==> config.mk <==
export PLATFORM = sky130hd
export DESIGN_NAME = json_escape_utf8_encode
export DESIGN_NICKNAME = d
export VERILOG_FILES = /design/src/rtl/core/jeue_pkg.sv /design/src/rtl/core/jeue_front.sv /design/src/rtl/core/jeue_queue.sv /design/src/rtl/core/jeue_back.sv /design/src/rtl/core/json_escape_utf8_encode.sv
export SDC_FILE = /design/constraint.sdc
export NUM_CORES = 1
export LEC_CHECK = 0
export BUFFER_PORTS_ARGS = -buffer_cell sky130_fd_sc_hd__buf_2
export CAP_MARGIN = 15
export CORE_MARGIN = 1
export CORE_UTILIZATION = 25
export DETAILED_ROUTE_END_ITERATION = 16
export PLACE_DENSITY = 0.37
export SLEW_MARGIN = 20
export SYNTH_ARGS = -nofsm -noshare
export SYNTH_HDL_FRONTEND = slang
export SYNTH_SLANG_ARGS = --single-unit
==> constraint.sdc <==
create_clock -name clk -period 3.98 [get_ports clk]
set_clock_uncertainty 0.2 [all_clocks]
set_input_delay 0.597 -clock clk [delete_from_list [all_inputs] [get_ports clk]]
set_output_delay 0.597 -clock clk [all_outputs]
set_load 0.02 [all_outputs]
==> src/rtl/core/jeue_pkg.sv <==
package jeue_pkg;

  localparam int unsigned CP_W   = 21;
  localparam int unsigned BYTE_W = 8;
  localparam int unsigned IDX_W  = 3;

  localparam logic [CP_W-1:0] CP_LIMIT   = 21'h10FFFF;
  localparam logic [CP_W-1:0] CP_CTRL_HI = 21'h00001F;
  localparam logic [CP_W-1:0] CP_UTF1_HI = 21'h00007F;
  localparam logic [CP_W-1:0] CP_UTF2_HI = 21'h0007FF;
  localparam logic [CP_W-1:0] CP_UTF3_HI = 21'h00FFFF;

  localparam logic [CP_W-1:0] CP_QUOTE  = 21'h000022;
  localparam logic [CP_W-1:0] CP_BSLASH = 21'h00005C;
  localparam logic [CP_W-1:0] CP_SOLID  = 21'h00002F;
  localparam logic [CP_W-1:0] CP_BS     = 21'h000008;
  localparam logic [CP_W-1:0] CP_FF     = 21'h00000C;
  localparam logic [CP_W-1:0] CP_LF     = 21'h00000A;
  localparam logic [CP_W-1:0] CP_CR     = 21'h00000D;
  localparam logic [CP_W-1:0] CP_TAB    = 21'h000009;

  localparam logic [BYTE_W-1:0] CH_BSLASH = 8'h5C;
  localparam logic [BYTE_W-1:0] CH_QUOTE  = 8'h22;
  localparam logic [BYTE_W-1:0] CH_SOLID  = 8'h2F;
  localparam logic [BYTE_W-1:0] CH_B      = 8'h62;
  localparam logic [BYTE_W-1:0] CH_F      = 8'h66;
  localparam logic [BYTE_W-1:0] CH_N      = 8'h6E;
  localparam logic [BYTE_W-1:0] CH_R      = 8'h72;
  localparam logic [BYTE_W-1:0] CH_T      = 8'h74;
  localparam logic [BYTE_W-1:0] CH_U      = 8'h75;
  localparam logic [BYTE_W-1:0] CH_ZERO   = 8'h30;

  localparam logic [BYTE_W-1:0] LEAD_2 = 8'hC0;
  localparam logic [BYTE_W-1:0] LEAD_3 = 8'hE0;
  localparam logic [BYTE_W-1:0] LEAD_4 = 8'hF0;
  localparam logic [BYTE_W-1:0] CONT   = 8'h80;

  typedef enum logic [2:0] {
    K_ESC2,
    K_UESC,
    K_UTF1,
    K_UTF2,
    K_UTF3,
    K_UTF4,
    K_DROP
  } kind_t;

  typedef struct packed {
    kind_t           kind;
    logic [CP_W-1:0] cp;
  } entry_t;

  function automatic logic [BYTE_W-1:0] hex_digit(input logic [3:0] nib);
    logic [BYTE_W-1:0] ch;
    case (nib)
      4'h0: ch = 8'h30;
      4'h1: ch = 8'h31;
      4'h2: ch = 8'h32;
      4'h3: ch = 8'h33;
      4'h4: ch = 8'h34;
      4'h5: ch = 8'h35;
      4'h6: ch = 8'h36;
      4'h7: ch = 8'h37;
      4'h8: ch = 8'h38;
      4'h9: ch = 8'h39;
      4'hA: ch = 8'h41;
      4'hB: ch = 8'h42;
      4'hC: ch = 8'h43;
      4'hD: ch = 8'h44;
      4'hE: ch = 8'h45;
      4'hF: ch = 8'h46;
      default: ch = 8'h30;
    endcase
    return ch;
  endfunction

endpackage

==> src/rtl/core/jeue_front.sv <==
module jeue_front (
  input  logic                     push,
  output logic                     full,
  input  logic [jeue_pkg::CP_W-1:0] in_code_point,
  input  logic                     q_full,
  output logic                     q_wr,
  output jeue_pkg::entry_t         q_wdata
);
  import jeue_pkg::*;

  kind_t kind;

  always_comb begin
    case (in_code_point)
      CP_QUOTE, CP_BSLASH, CP_SOLID, CP_BS, CP_FF, CP_LF, CP_CR, CP_TAB: kind = K_ESC2;
      default: begin
        if (in_code_point <= CP_CTRL_HI) begin
          kind = K_UESC;
        end else if (in_code_point <= CP_UTF1_HI) begin
          kind = K_UTF1;
        end else if (in_code_point <= CP_UTF2_HI) begin
          kind = K_UTF2;
        end else if (in_code_point <= CP_UTF3_HI) begin
          kind = K_UTF3;
        end else if (in_code_point <= CP_LIMIT) begin
          kind = K_UTF4;
        end else begin
          kind = K_DROP;
        end
      end
    endcase
  end

  assign full          = q_full;
  assign q_wr          = push && !q_full && (kind != K_DROP);
  assign q_wdata.kind  = kind;
  assign q_wdata.cp    = in_code_point;

endmodule

==> src/rtl/core/jeue_queue.sv <==
module jeue_queue #(
  parameter int unsigned DEPTH = 4
) (
  input  logic             clk,
  input  logic             rst_n,
  input  logic             wr,
  input  jeue_pkg::entry_t wdata,
  output logic             q_full,
  input  logic             rd,
  output jeue_pkg::entry_t rdata,
  output logic             q_empty
);
  import jeue_pkg::*;

  localparam int unsigned PW = (DEPTH > 1) ? $clog2(DEPTH) : 1;
  localparam int unsigned CW = $clog2(DEPTH + 1);

  entry_t          mem_r [DEPTH];
  logic [PW-1:0]   wr_ptr_r, wr_ptr_nxt;
  logic [PW-1:0]   rd_ptr_r, rd_ptr_nxt;
  logic [CW-1:0]   count_r,  count_nxt;
  logic            do_wr, do_rd;

  assign q_full  = (count_r == CW'(DEPTH));
  assign q_empty = (count_r == '0);
  assign do_wr   = wr && !q_full;
  assign do_rd   = rd && !q_empty;
  assign rdata   = mem_r[rd_ptr_r];

  always_comb begin
    wr_ptr_nxt = wr_ptr_r;
    rd_ptr_nxt = rd_ptr_r;
    count_nxt  = count_r;
    if (do_wr) begin
      wr_ptr_nxt = (wr_ptr_r == PW'(DEPTH - 1)) ? '0 : wr_ptr_r + 1'b1;
    end
    if (do_rd) begin
      rd_ptr_nxt = (rd_ptr_r == PW'(DEPTH - 1)) ? '0 : rd_ptr_r + 1'b1;
    end
    if (do_wr && !do_rd) begin
      count_nxt = count_r + 1'b1;
    end else if (do_rd && !do_wr) begin
      count_nxt = count_r - 1'b1;
    end
  end

  always_ff @(posedge clk) begin
    if (!rst_n) begin
      wr_ptr_r <= '0;
      rd_ptr_r <= '0;
      count_r  <= '0;
    end else begin
      wr_ptr_r <= wr_ptr_nxt;
      rd_ptr_r <= rd_ptr_nxt;
      count_r  <= count_nxt;
    end
  end

  always_ff @(posedge clk) begin
    if (do_wr) begin
      mem_r[wr_ptr_r] <= wdata;
    end
  end

endmodule

==> src/rtl/core/jeue_back.sv <==
module jeue_back (
  input  logic                        clk,
  input  logic                        rst_n,
  input  logic                        q_empty,
  input  jeue_pkg::entry_t            q_head,
  output logic                        q_rd,
  output logic                        empty,
  input  logic                        pop,
  output logic [jeue_pkg::BYTE_W-1:0] out_byte,
  output logic                        out_last_byte
);
  import jeue_pkg::*;

  logic [IDX_W-1:0]  idx_r, idx_nxt;
  logic              out_v_r, out_v_nxt;
  logic [BYTE_W-1:0] out_byte_r;
  logic              out_last_r;
  logic [BYTE_W-1:0] byte_sel;
  logic [BYTE_W-1:0] esc_ch;
  logic [IDX_W-1:0]  len_m1;
  logic              is_last;
  logic              load;
  logic [CP_W-1:0]   cp;

  assign cp = q_head.cp;

  always_comb begin
    case (cp[7:0])
      CP_QUOTE[7:0]:  esc_ch = CH_QUOTE;
      CP_BSLASH[7:0]: esc_ch = CH_BSLASH;
      CP_SOLID[7:0]:  esc_ch = CH_SOLID;
      CP_BS[7:0]:     esc_ch = CH_B;
      CP_FF[7:0]:     esc_ch = CH_F;
      CP_LF[7:0]:     esc_ch = CH_N;
      CP_CR[7:0]:     esc_ch = CH_R;
      CP_TAB[7:0]:    esc_ch = CH_T;
      default:        esc_ch = CH_BSLASH;
    endcase
  end

  always_comb begin
    byte_sel = '0;
    len_m1   = '0;
    case (q_head.kind)
      K_ESC2: begin
        len_m1   = IDX_W'(1);
        byte_sel = (idx_r == '0) ? CH_BSLASH : esc_ch;
      end
      K_UESC: begin
        len_m1 = IDX_W'(5);
        case (idx_r)
          IDX_W'(0): byte_sel = CH_BSLASH;
          IDX_W'(1): byte_sel = CH_U;
          IDX_W'(2): byte_sel = CH_ZERO;
          IDX_W'(3): byte_sel = CH_ZERO;
          IDX_W'(4): byte_sel = hex_digit(cp[7:4]);
          default:   byte_sel = hex_digit(cp[3:0]);
        endcase
      end
      K_UTF1: begin
        len_m1   = '0;
        byte_sel = cp[7:0];
      end
      K_UTF2: begin
        len_m1   = IDX_W'(1);
        byte_sel = (idx_r == '0) ? (LEAD_2 | {3'b000, cp[10:6]}) : (CONT | {2'b00, cp[5:0]});
      end
      K_UTF3: begin
        len_m1 = IDX_W'(2);
        case (idx_r)
          IDX_W'(0): byte_sel = LEAD_3 | {4'h0, cp[15:12]};
          IDX_W'(1): byte_sel = CONT | {2'b00, cp[11:6]};
          default:   byte_sel = CONT | {2'b00, cp[5:0]};
        endcase
      end
      K_UTF4: begin
        len_m1 = IDX_W'(3);
        case (idx_r)
          IDX_W'(0): byte_sel = LEAD_4 | {5'b00000, cp[20:18]};
          IDX_W'(1): byte_sel = CONT | {2'b00, cp[17:12]};
          IDX_W'(2): byte_sel = CONT | {2'b00, cp[11:6]};
          default:   byte_sel = CONT | {2'b00, cp[5:0]};
        endcase
      end
      default: begin
        len_m1   = '0;
        byte_sel = '0;
      end
    endcase
  end

  assign is_last = (idx_r == len_m1);
  assign load    = (!out_v_r || pop) && !q_empty;
  assign q_rd    = load && is_last;

  always_comb begin
    idx_nxt   = idx_r;
    out_v_nxt = out_v_r;
    if (pop && out_v_r) begin
      out_v_nxt = 1'b0;
    end
    if (load) begin
      out_v_nxt = 1'b1;
      idx_nxt   = is_last ? '0 : idx_r + 1'b1;
    end
  end

  always_ff @(posedge clk) begin
    if (!rst_n) begin
      idx_r   <= '0;
      out_v_r <= 1'b0;
    end else begin
      idx_r   <= idx_nxt;
      out_v_r <= out_v_nxt;
    end
  end

  always_ff @(posedge clk) begin
    if (load) begin
      out_byte_r <= byte_sel;
      out_last_r <= is_last;
    end
  end

  assign empty         = !out_v_r;
  assign out_byte      = out_byte_r;
  assign out_last_byte = out_last_r;

endmodule

==> src/rtl/core/json_escape_utf8_encode.sv <==
// Channel   Valid/ready      Payload
// input     push / full      in_code_point[20:0]
// result    !empty / pop     out_byte[7:0], out_last_byte
//
// One code point is taken per cycle while the classify queue has room.
// The byte sequencer sends one byte per cycle unless pop stalls. A code
// point of 1 to 6 bytes is queued, then each byte is registered for output.
// Code points above 0x10FFFF are taken and make no bytes.
// Reset clears the queue and the output valid flag; a stalled pop backs up
// the queue and then raises full.
module json_escape_utf8_encode #(
  parameter int unsigned QUEUE_DEPTH = 4
) (
  input  logic                        clk,
  input  logic                        rst_n,
  input  logic                        push,
  output logic                        full,
  input  logic [jeue_pkg::CP_W-1:0]   in_code_point,
  output logic                        empty,
  input  logic                        pop,
  output logic [jeue_pkg::BYTE_W-1:0] out_byte,
  output logic                        out_last_byte
);
  import jeue_pkg::*;

  entry_t q_wdata;
  entry_t q_head;
  logic   q_wr, q_full, q_rd, q_empty;

  jeue_front u_front (
    .push          (push),
    .full          (full),
    .in_code_point (in_code_point),
    .q_full        (q_full),
    .q_wr          (q_wr),
    .q_wdata       (q_wdata)
  );

  jeue_queue #(
    .DEPTH (QUEUE_DEPTH)
  ) u_queue (
    .clk     (clk),
    .rst_n   (rst_n),
    .wr      (q_wr),
    .wdata   (q_wdata),
    .q_full  (q_full),
    .rd      (q_rd),
    .rdata   (q_head),
    .q_empty (q_empty)
  );

  jeue_back u_back (
    .clk           (clk),
    .rst_n         (rst_n),
    .q_empty       (q_empty),
    .q_head        (q_head),
    .q_rd          (q_rd),
    .empty         (empty),
    .pop           (pop),
    .out_byte      (out_byte),
    .out_last_byte (out_last_byte)
  );

endmodule
==> results of run 1 <==
==> kinds of logic after synthesis <==
| kind of cell | Yosys count | share of synthesized area, % |
|---|---|---|
| xor+xnor | 3 | 0.457 |
| fa+ha+maj | 20 | 4.48 |
| mux | 32 | 11.0 |
| simple gates | 131 | 11.7 |
| buf+inv | 36 | 2.85 |
| compound gates | 84 | 10.2 |
| flops | 118 | 59.3 |
==> area by class of cell <==
cell class | instances | area [µm²] | share of cell area [%]
flip-flops and latches | 118 | 3410 | 49.9
clock inverters | 14 | 136 | 1.99
repair buffers | 47 | 265 | 3.88
multi-input cells | 270 | 2170 | 31.8
inverters | 17 | 63.8 | 0.933
clock buffers | 17 | 425 | 6.22
well taps | 285 | 357 | 5.22
==> metrics by stage <==
step | hold slack [ps] | power (mW) | instances
floorplan | 255 | 2.53 | 424
global placement | 267 | 2.94 | 737
detailed placement | 275 | 2.94 | 737
CTS | 199 | 4.41 | 768
global route | 212 | 4.60 | 768
finish | 214 | 4.37 | 768
==> critical path, stage by stage, from the launching register on <==
cell      delay [ps]
dfxtp_2          400
mux4_2           670
xnor2_1          170
a31o_1           220
a211o_1          320
nand2_1          170
ha_1             200
inv_1             60
fa_1             370
xor2_1           160
or3_1            310
a21boi_0         160
==> worst max path at each step <==
stage | to | slack [ps] | startpoint | depth (start not counted)
floorplan | u_queue.count_r[2] | 740 | register | 12
finish | u_queue.count_r[2] | 500 | register | 11
CTS | u_queue.count_r[2] | 460 | register | 11
detailed placement | u_queue.count_r[2] | 480 | in_code_point[19] | 10
global placement | u_queue.count_r[2] | 550 | in_code_point[19] | 10
global route | u_back.out_byte[2] | 310 | register | 9
==> flip-flops by register name, summed over array words and instances (netlist names), named ones only <==
register and count:
u_back.idx_r 3, u_back.out_byte 8, u_back.out_last_byte 1, u_back.out_v_r 1
u_queue.count_r 3, u_queue.mem_r 96, u_queue.rd_ptr_r 2, u_queue.wr_ptr_r 2
==> power by group through the flow <==
stage / clock, mW / combinational [mW] / sequential, mW
floorplan: 0 / 0.882 / 1.65
global placement: 0 / 1.34 / 1.60
detailed placement: 0 / 1.34 / 1.60
CTS: 1.49 / 1.34 / 1.58
global route: 1.54 / 1.47 / 1.59
finish: 1.46 / 1.34 / 1.57
==> layer usage <==
layer  up-vias  global-route usage (%)  wire, µm
met3        17                    3.27       575
met1      1878                    16.4      6760
li1       1752                       -         -
met4         0                    5.29       214
met5         -                       0         0
met2        91                    21.8      7110
==> cells in the final DEF (no fill, tap or decap), types with 3 or more instances in the layout <==
| master | instances |
|---|---|
| edfxtp_1 | 105 |
| nand3b_1 | 4 |
| o31ai_1 | 3 |
| nor3_1 | 6 |
| nor2_1 | 23 |
| a211o_1 | 5 |
| a22oi_1 | 7 |
| nor4_1 | 3 |
| o311ai_0 | 3 |
| o221ai_1 | 3 |
| inv_1 | 17 |
| a31oi_1 | 5 |
| clkinv_2 | 4 |
| o22ai_1 | 4 |
| clkinvlp_4 | 3 |
| nor2b_1 | 9 |
| nand2b_1 | 8 |
| and2_1 | 9 |
| a21oi_1 | 10 |
| ha_1 | 19 |
| buf_2 | 35 |
| mux4_2 | 25 |
| nand3_1 | 9 |
| or4_1 | 4 |
| dfxtp_1 | 12 |
| o21ai_0 | 17 |
| a21o_1 | 3 |
| and3_1 | 7 |
| mux2i_1 | 7 |
| buf_4 | 12 |
| a41oi_1 | 3 |
| clkbuf_16 | 17 |
| nand2_1 | 36 |
| or3_1 | 4 |
==> run metrics, run 1 <==
GRT Util Overall=13.1%; n_diodes=0; Design Area, Final=6840 µm²; Sw Pwr=1.45 mW; CTS tree=done; CTS Buffer Depth=2; Final ANT Viol Nets=0; Area contributors post-synth=edfxtp_1 55%, mux4_2 9.8%, dfxtp_1 4.5%; Critical Path RT=4120 ps; Logic pwr share=30.6%; status=finished, final reports clean; Die Span Y=154 µm; placed instance area=6270 µm²; Slew headroom=49.3%; Mapped Nets=469; clock slew at the register clock pins of the worst setup and hold paths=60 ps; Setup Viol. Count Final=0; Nets=516; Initial DRC Count=251; RSZ-0062 raised after global routing=false; Hold EP=u_queue.mem_r[2][9]; mean number of vias per cell=4.87; row count=55; Root Driver=clkbuf_16; most common library cells after synthesis=105 x edfxtp_1, 36 x nand2_1, 25 x mux4_2; flop2flop setup slack=500 ps; Seq/Total Area, Yosys=59.3%; Buffers on Ports=35; worst ir drop on vdd=0.000263 V; largest net degree at the start of global routing=25; DIE WIDTH=154 µm; fin. max-slew vios=0; FF-to-FF End=u_queue.count_r[2]; final worst path period need=3480 ps; setup bufs post-CTS=0; WHS Path Cells=1; Routed WL=14700 µm; worst skew pair latency=410 ps; grt ovf=0; ys async rst share=0%; Fin. Hold Viols=0; Yosys top cell area share=54.8%; IO Count=36; number of synthesized register bits=118; Mean Syn Cell Area=13.6 µm²; static leakage=2.37 nW; actual slew at the worst max-slew pin=758 ps; RD Place Congestion=0.841; Routed WL per cell=19.1 µm; initial antenna violation count=0; Primary FF master, synth=edfxtp_1; Ys Warns=0; Pint=2.92 mW; setup ws final=502 ps; final core utilization=30.3%; Synth Instances=424; Fmax=288 MHz; Yosys cell types=58; hold crit path type=in -> reg; clock network power share=33.4%; full die area=23600 µm²; vias after detailed routing=3738; Pre-antenna DRT Iters=5; Flop pwr share=36.0%; HPWL Detailed=10200 µm; CTS sink cnt=118; total core area=22600 µm²; MaxCap Viol Count=0; number of fill cells in the layout=2299; vias in the first global route=3907; cts bufs inserted=17; R2R depth=11; CP max FO=15; hold_buf cts=0; count leader, synth=edfxtp_1; post-CTS sizing=0; crit path DAT=3620 ps; critical path class=reg -> reg; Final Cycle Share=87.4%; Post-Place Worst Slack=480 ps; kind of end point of the critical path=register; setup TNS=0 ps; Mapped Area=5750 µm²; wire length of the first global-routing pass=22700 µm; Sw Share=33.1%; H-tree depth=4; P&R area growth vs syn=18.9%; hold_sp=in_code_point[9]; share of layout cells above drive strength 1=21.5%; Initial Util=25.5%; pwr dens=639 nW/µm²; # DRC=0; critical path launch point type=register; EDFF count, synth=105; Synth area leader=edfxtp_1
Note: power is estimated with default switching activity, not from simulation.
==> run 2, diff against run 1 <==
--- a/config.mk
+++ b/config.mk
@@ -5,12 +5,14 @@
 export SDC_FILE = /design/constraint.sdc
 export NUM_CORES = 1
 export LEC_CHECK = 0
+export ABC_CLOCK_PERIOD_IN_PS = 3980
 export BUFFER_PORTS_ARGS = -buffer_cell sky130_fd_sc_hd__buf_2
 export CAP_MARGIN = 15
 export CORE_MARGIN = 1
 export CORE_UTILIZATION = 25
 export DETAILED_ROUTE_END_ITERATION = 16
 export PLACE_DENSITY = 0.37
+export REMOVE_ABC_BUFFERS = 1
 export SLEW_MARGIN = 20
 export SYNTH_ARGS = -nofsm -noshare
 export SYNTH_HDL_FRONTEND = slang
==> run 2 against run 1 <==
- sequential cell count unchanged
- sequential power about the same
- wire length up 0.55%
- sequential share of layout area down 0.22 points
- largest cell class unchanged
- highest routed layer unchanged
==> run metrics, run 2 (same netlist as run 1, synthesis figures left out) <==
status=finished, final reports clean; Initial Util=25.5% (unchanged); Final ANT Viol Nets=0 (unchanged); setup ws final=453 ps (-49.6 ps); fin. max-slew vios=0 (unchanged); Fmax=284 MHz (-1.4%); total core area=22600 µm² (unchanged); largest reg by FF count=u_queue.mem_r; Final Cycle Share=88.6% (+1.2 points); worst skew pair latency=420 ps (about the same); slowest stage cell on the critical path=mux4_2; post-CTS sizing=0 (unchanged); Routed WL per cell=19.2 µm (+0.68%); flop2flop setup slack=450 ps (-50 ps); total power=4.46 mW (+2.2%); pwr dens=650 nW/µm² (+1.7%); static leakage=2.39 nW (+0.99%); Placed Cells=734 (-0.41%); logic depth of the worst path, buffers included=9 (-2); most common cell after layout, fill and taps aside=edfxtp_1; Routed WL=14700 µm (+0.55%); HPWL Detailed=10000 µm (-1.5%); Fin. Hold Viols=0 (unchanged); Post-Place Worst Slack=429 ps (-50.8 ps); IO Count=36 (unchanged); hold_buf cts=0 (unchanged); Die Span Y=154 µm (unchanged); CP Cell Sequence=buf_4 > mux4_2 > inv_1 > ha_1 > nor2b_1 > o2111ai_1 > a221oi_1 > a21oi_1 > a211o_1; RSZ-0062 raised after global routing=false; vias after detailed routing=3727 (-0.29%); FF-to-FF End=u_back.out_byte[3]; Initial DRC Count=253 (+0.80%); Crit path max-delay family=compound AO/OA/AOI/OAI gates; CTS sink cnt=118 (unchanged); clock slew at the register clock pins of the worst setup and hold paths=60 ps (about the same); initial antenna violation count=1 (+1); vias in the first global route=3853 (-1.4%); MaxCap Viol Count=0 (unchanged); P&R area growth vs syn=19.4%; largest net degree at the start of global routing=25 (unchanged); wire length of the first global-routing pass=23200 µm (+2.1%); Setup Viol. Count Final=0 (unchanged); share of layout cells above drive strength 1=21.6% (+0.090 points); CTS tree=done; H-tree depth=4 (unchanged); CP max FO=22 (+7); crit path DAT=3490 ps (-130 ps); CTS Buffer Depth=2 (unchanged); GRT Util Overall=13.4% (+0.22 points); crit path to=u_back.out_byte[3]; Buffers on Ports=35 (unchanged); Largest register FFs=96 (unchanged); final worst path period need=3530 ps (+49.6 ps); full die area=23600 µm² (unchanged); Slew headroom=42.4% (-7.0 points); # DRC=0 (unchanged); grt ovf=0 (unchanged); row count=55 (unchanged); cts bufs inserted=17 (unchanged); R2R depth=9 (-2); mean number of vias per cell=4.86 (-0.16%); RD Place Congestion=0.852 (+1.4%); hold_sp=in_code_point[18]; critical path class=reg -> reg; CP Buf/Inv Count=2 (+1); Critical Path RT=3950 ps (-170 ps); most frequent cells in the layout=105 x edfxtp_1, 36 x nand2_1, 35 x buf_2; critical path launch point type=register; DIE WIDTH=154 µm (unchanged); Root Driver=clkbuf_16; worst ir drop on vdd=0.000306 V (+17%); hold crit path type=in -> reg; Post-Layout Cell Count=767 (-0.13%); peak per-stage delay on the critical path=630 ps (-40 ps); kind of end point of the critical path=register; Nets=513 (-0.58%); actual slew at the worst max-slew pin=863 ps (+105 ps); setup bufs post-CTS=0 (unchanged); Pre-antenna DRT Iters=5 (unchanged)
[run 2: cell count changes in the layout (fill, tap and decap cells not counted), sizes merged]
cell	previous run	this run
clkinv	8	4
bufinv	2	0
buf	47	44
diode	0	1
inv	18	23
clkinvlp	3	0
clkbuf	17	22
[run 2: final cells by class]
class | count | area, µm²
diodes | 1 | 2.50
clock buffers | 22 | 539
clock inverters | 10 | 72.6
fillers | 2272 | 15700
inverters | 17 | 63.8
multi-input cells | 270 | 2170
flip-flops and latches | 118 | 3410
well taps | 285 | 357
repair buffers | 44 | 243
[run 2: worst min-delay path by stage]
stage	to	slack, ps	cells after the start
2_1_floorplan	u_back.out_v_r	250	2
3_3_place_gp	u_back.out_v_r	270	2
3_5_place_dp	u_queue.rd_ptr_r[1]	280	2
4_1_cts	u_queue.mem_r[3][18]	190	1
5_1_grt	u_queue.mem_r[2][18]	200	1
6_report	u_queue.mem_r[2][18]	210	1
[run 2: where the power goes]
part           switching (mW)  internal (mW)  leakage (nW)  total (mW)
Sequential             0.0636           1.51          1.06        1.58
Combinational           0.835          0.494          1.02        1.33
Clock                   0.589          0.968         0.309        1.56
[run 2: per-stage QoR]
| step | hold slack, ps | setup TNS, ps | util, % | area [µm²] |
|---|---|---|---|---|
| floorplan | 255 | -204 | - | 5650 |
| global placement | 274 | 0 | 27.7 | 6250 |
| detailed placement | 285 | 0 | 27.7 | 6250 |
| CTS | 191 | 0 | 30.4 | 6860 |
| global route | 197 | 0 | 30.4 | 6860 |
| finish | 208 | 0 | 30.4 | 6870 |
[run 2: worst register-to-register path: stages, from the launching register on]
cell	delay, ps
dfxtp_2	390
buf_4	430
mux4_2	670
inv_1	170
ha_1	190
nor2b_1	300
o2111ai_1	230
a221oi_1	340
a21oi_1	120
a211o_1	250
[run 2: metal layers]
layer / wire, µm / vias to the layer above / track usage [%]
li1: - / 1748 / -
met1: 6780 / 1879 / 17.0
met2: 7170 / 88 / 22.1
met3: 641 / 12 / 3.49
met4: 148 / 0 / 4.19
met5: 0 / - / 0
==> run 3, diff against run 2 <==
--- a/config.mk
+++ b/config.mk
@@ -9,9 +9,9 @@
 export BUFFER_PORTS_ARGS = -buffer_cell sky130_fd_sc_hd__buf_2
 export CAP_MARGIN = 15
 export CORE_MARGIN = 1
-export CORE_UTILIZATION = 25
+export CORE_UTILIZATION = 45
 export DETAILED_ROUTE_END_ITERATION = 16
-export PLACE_DENSITY = 0.37
+export PLACE_DENSITY = 0.59
 export REMOVE_ABC_BUFFERS = 1
 export SLEW_MARGIN = 20
 export SYNTH_ARGS = -nofsm -noshare
==> run 3 against run 2 <==
- combinational power hardly changed
- sequential cell count is the same
- largest cell class unchanged
- core utilization is 25 points higher
- worst hold slack got worse by 0.53 ps
==> run metrics, run 3 (same netlist as run 1, synthesis figures left out) <==
Final ANT Viol Nets=0 (unchanged); Pre-antenna DRT Iters=5 (unchanged); Die Span Y=115 µm (-25%); vias after detailed routing=3785 (+1.6%); hold_buf cts=0 (unchanged); P&R area growth vs syn=16.8%; Fin. Hold Viols=0 (unchanged); Final Cycle Share=86.7% (-2.0 points); most common cell after layout, fill and taps aside=edfxtp_1; worst ir drop on vdd=0.000401 V (+31%); CTS sink cnt=118 (unchanged); wire length of the first global-routing pass=20000 µm (-14%); static leakage=2.38 nW (-0.45%); setup bufs post-CTS=0 (unchanged); mean number of vias per cell=5.81 (+19%); hold slack=207 ps (-0.526 ps); grt ovf=0 (unchanged); critical path launch point type=register; IO Count=36 (unchanged); most frequent cells in the layout=105 x edfxtp_1, 36 x nand2_1, 35 x buf_2; Placed Cells=620 (-16%); pwr dens=654 nW/µm² (+0.65%); fin. max-slew vios=0 (unchanged); Slew headroom=53.1% (+11 points); critical path class=reg -> reg; Nets=516 (+0.58%); Initial DRC Count=263 (+4.0%); kind of end point of the critical path=register; DIE WIDTH=115 µm (-25%); row count=40 (-27%); Initial Util=47.1% (+22 points); Post-Layout Cell Count=652 (-15%); full die area=13200 µm² (-44%); total power=4.39 mW (-1.6%); vias in the first global route=3739 (-3.0%); Root Driver=clkbuf_16; # DRC=0 (unchanged); hold crit path type=in -> reg; HPWL Detailed=8580 µm (-14%); Routed WL=12600 µm (-15%); crit path DAT=3580 ps (+90 ps); status=finished, final reports clean; Setup Viol. Count Final=0 (unchanged); RSZ-0062 raised after global routing=false; H-tree depth=4 (unchanged); Fmax=290 MHz (+2.3%); clock slew at the register clock pins of the worst setup and hold paths=50 ps (about the same); GRT Util Overall=20.9% (+7.6 points); cts bufs inserted=17 (unchanged); final worst path period need=3450 ps (-77.9 ps); post-CTS sizing=0 (unchanged); Largest register FFs=96 (unchanged); largest reg by FF count=u_queue.mem_r; CP max FO=13 (-41%); n_diodes=0 (-1); Buffers on Ports=35 (unchanged); actual slew at the worst max-slew pin=703 ps (-160 ps); Routed WL per cell=19.3 µm (+0.47%); setup TNS=0 ps (unchanged); CTS tree=done; worst skew pair latency=410 ps (about the same); RD Place Congestion=0.912 (+7.0%); Critical Path RT=4120 ps (+170 ps); initial antenna violation count=0 (-1); share of layout cells above drive strength 1=21.3% (-0.34 points); total core area=12200 µm² (-46%); largest net degree at the start of global routing=25 (unchanged); MaxCap Viol Count=0 (unchanged); CTS Buffer Depth=2 (unchanged)
## run 3: cell types whose count changed in the layout (fill, tap and decap cells not counted), moves of 2 or more
cell,before,now
bufinv_16,0,3
clkbuf_16,21,17
inv_4,3,0
buf_4,9,12
clkinvlp_4,0,2
clkinv_1,0,3
## run 3: stage by stage
step	cell area, µm²	worst slack, ps	utilization [%]
floorplan	5650	-204	-
global placement	6130	642	50.2
detailed placement	6130	523	50.2
CTS	6720	516	55.0
global route	6720	314	55.0
finish	6720	531	55.0
## run 3: path summary, 6_finish.rpt
path,end,cells after the start,from,slack [ps]
max,u_queue.count_r[2],11,register,530
min,u_queue.mem_r[3][19],1,in_code_point[19],210
max reg2reg,u_queue.count_r[2],11,register,530
min reg2reg,u_back.out_v_r,2,u_back.out_v_r,290
## run 3: final cells by class
class | instances | area (µm²)
fill | 1026 | 5500
sequential | 118 | 3410
multi-input combinational | 270 | 2170
clock buffer | 18 | 429
timing repair buffer | 47 | 265
tap | 168 | 210
clock inverter | 14 | 158
inverter | 17 | 63.8
## run 3: power breakdown
part | internal (mW) | total [mW] | switching (mW)
Sequential | 1.51 | 1.57 | 0.0610
Combinational | 0.503 | 1.31 | 0.808
Clock | 0.976 | 1.51 | 0.531
## run 3: worst max-delay path: stages, from the launching register on
cell and delay, ps:
dfxtp_2 400, mux4_2 660, nand2b_1 220, and3_1 150
a211o_1 320, nand2_1 160, ha_1 210, inv_1 60
fa_1 370, xor2_1 150, or3_1 300, a21boi_0 170
## run 3: routing by layer
layer | part of all wire, % | vias up | global-route usage, %
li1 | - | 1749 | -
met1 | 44 | 1855 | 27.7
met2 | 48 | 156 | 32.2
met3 | 6.0 | 25 | 5.75
met4 | 2.0 | 0 | 9.70
met5 | 0 | - | 0
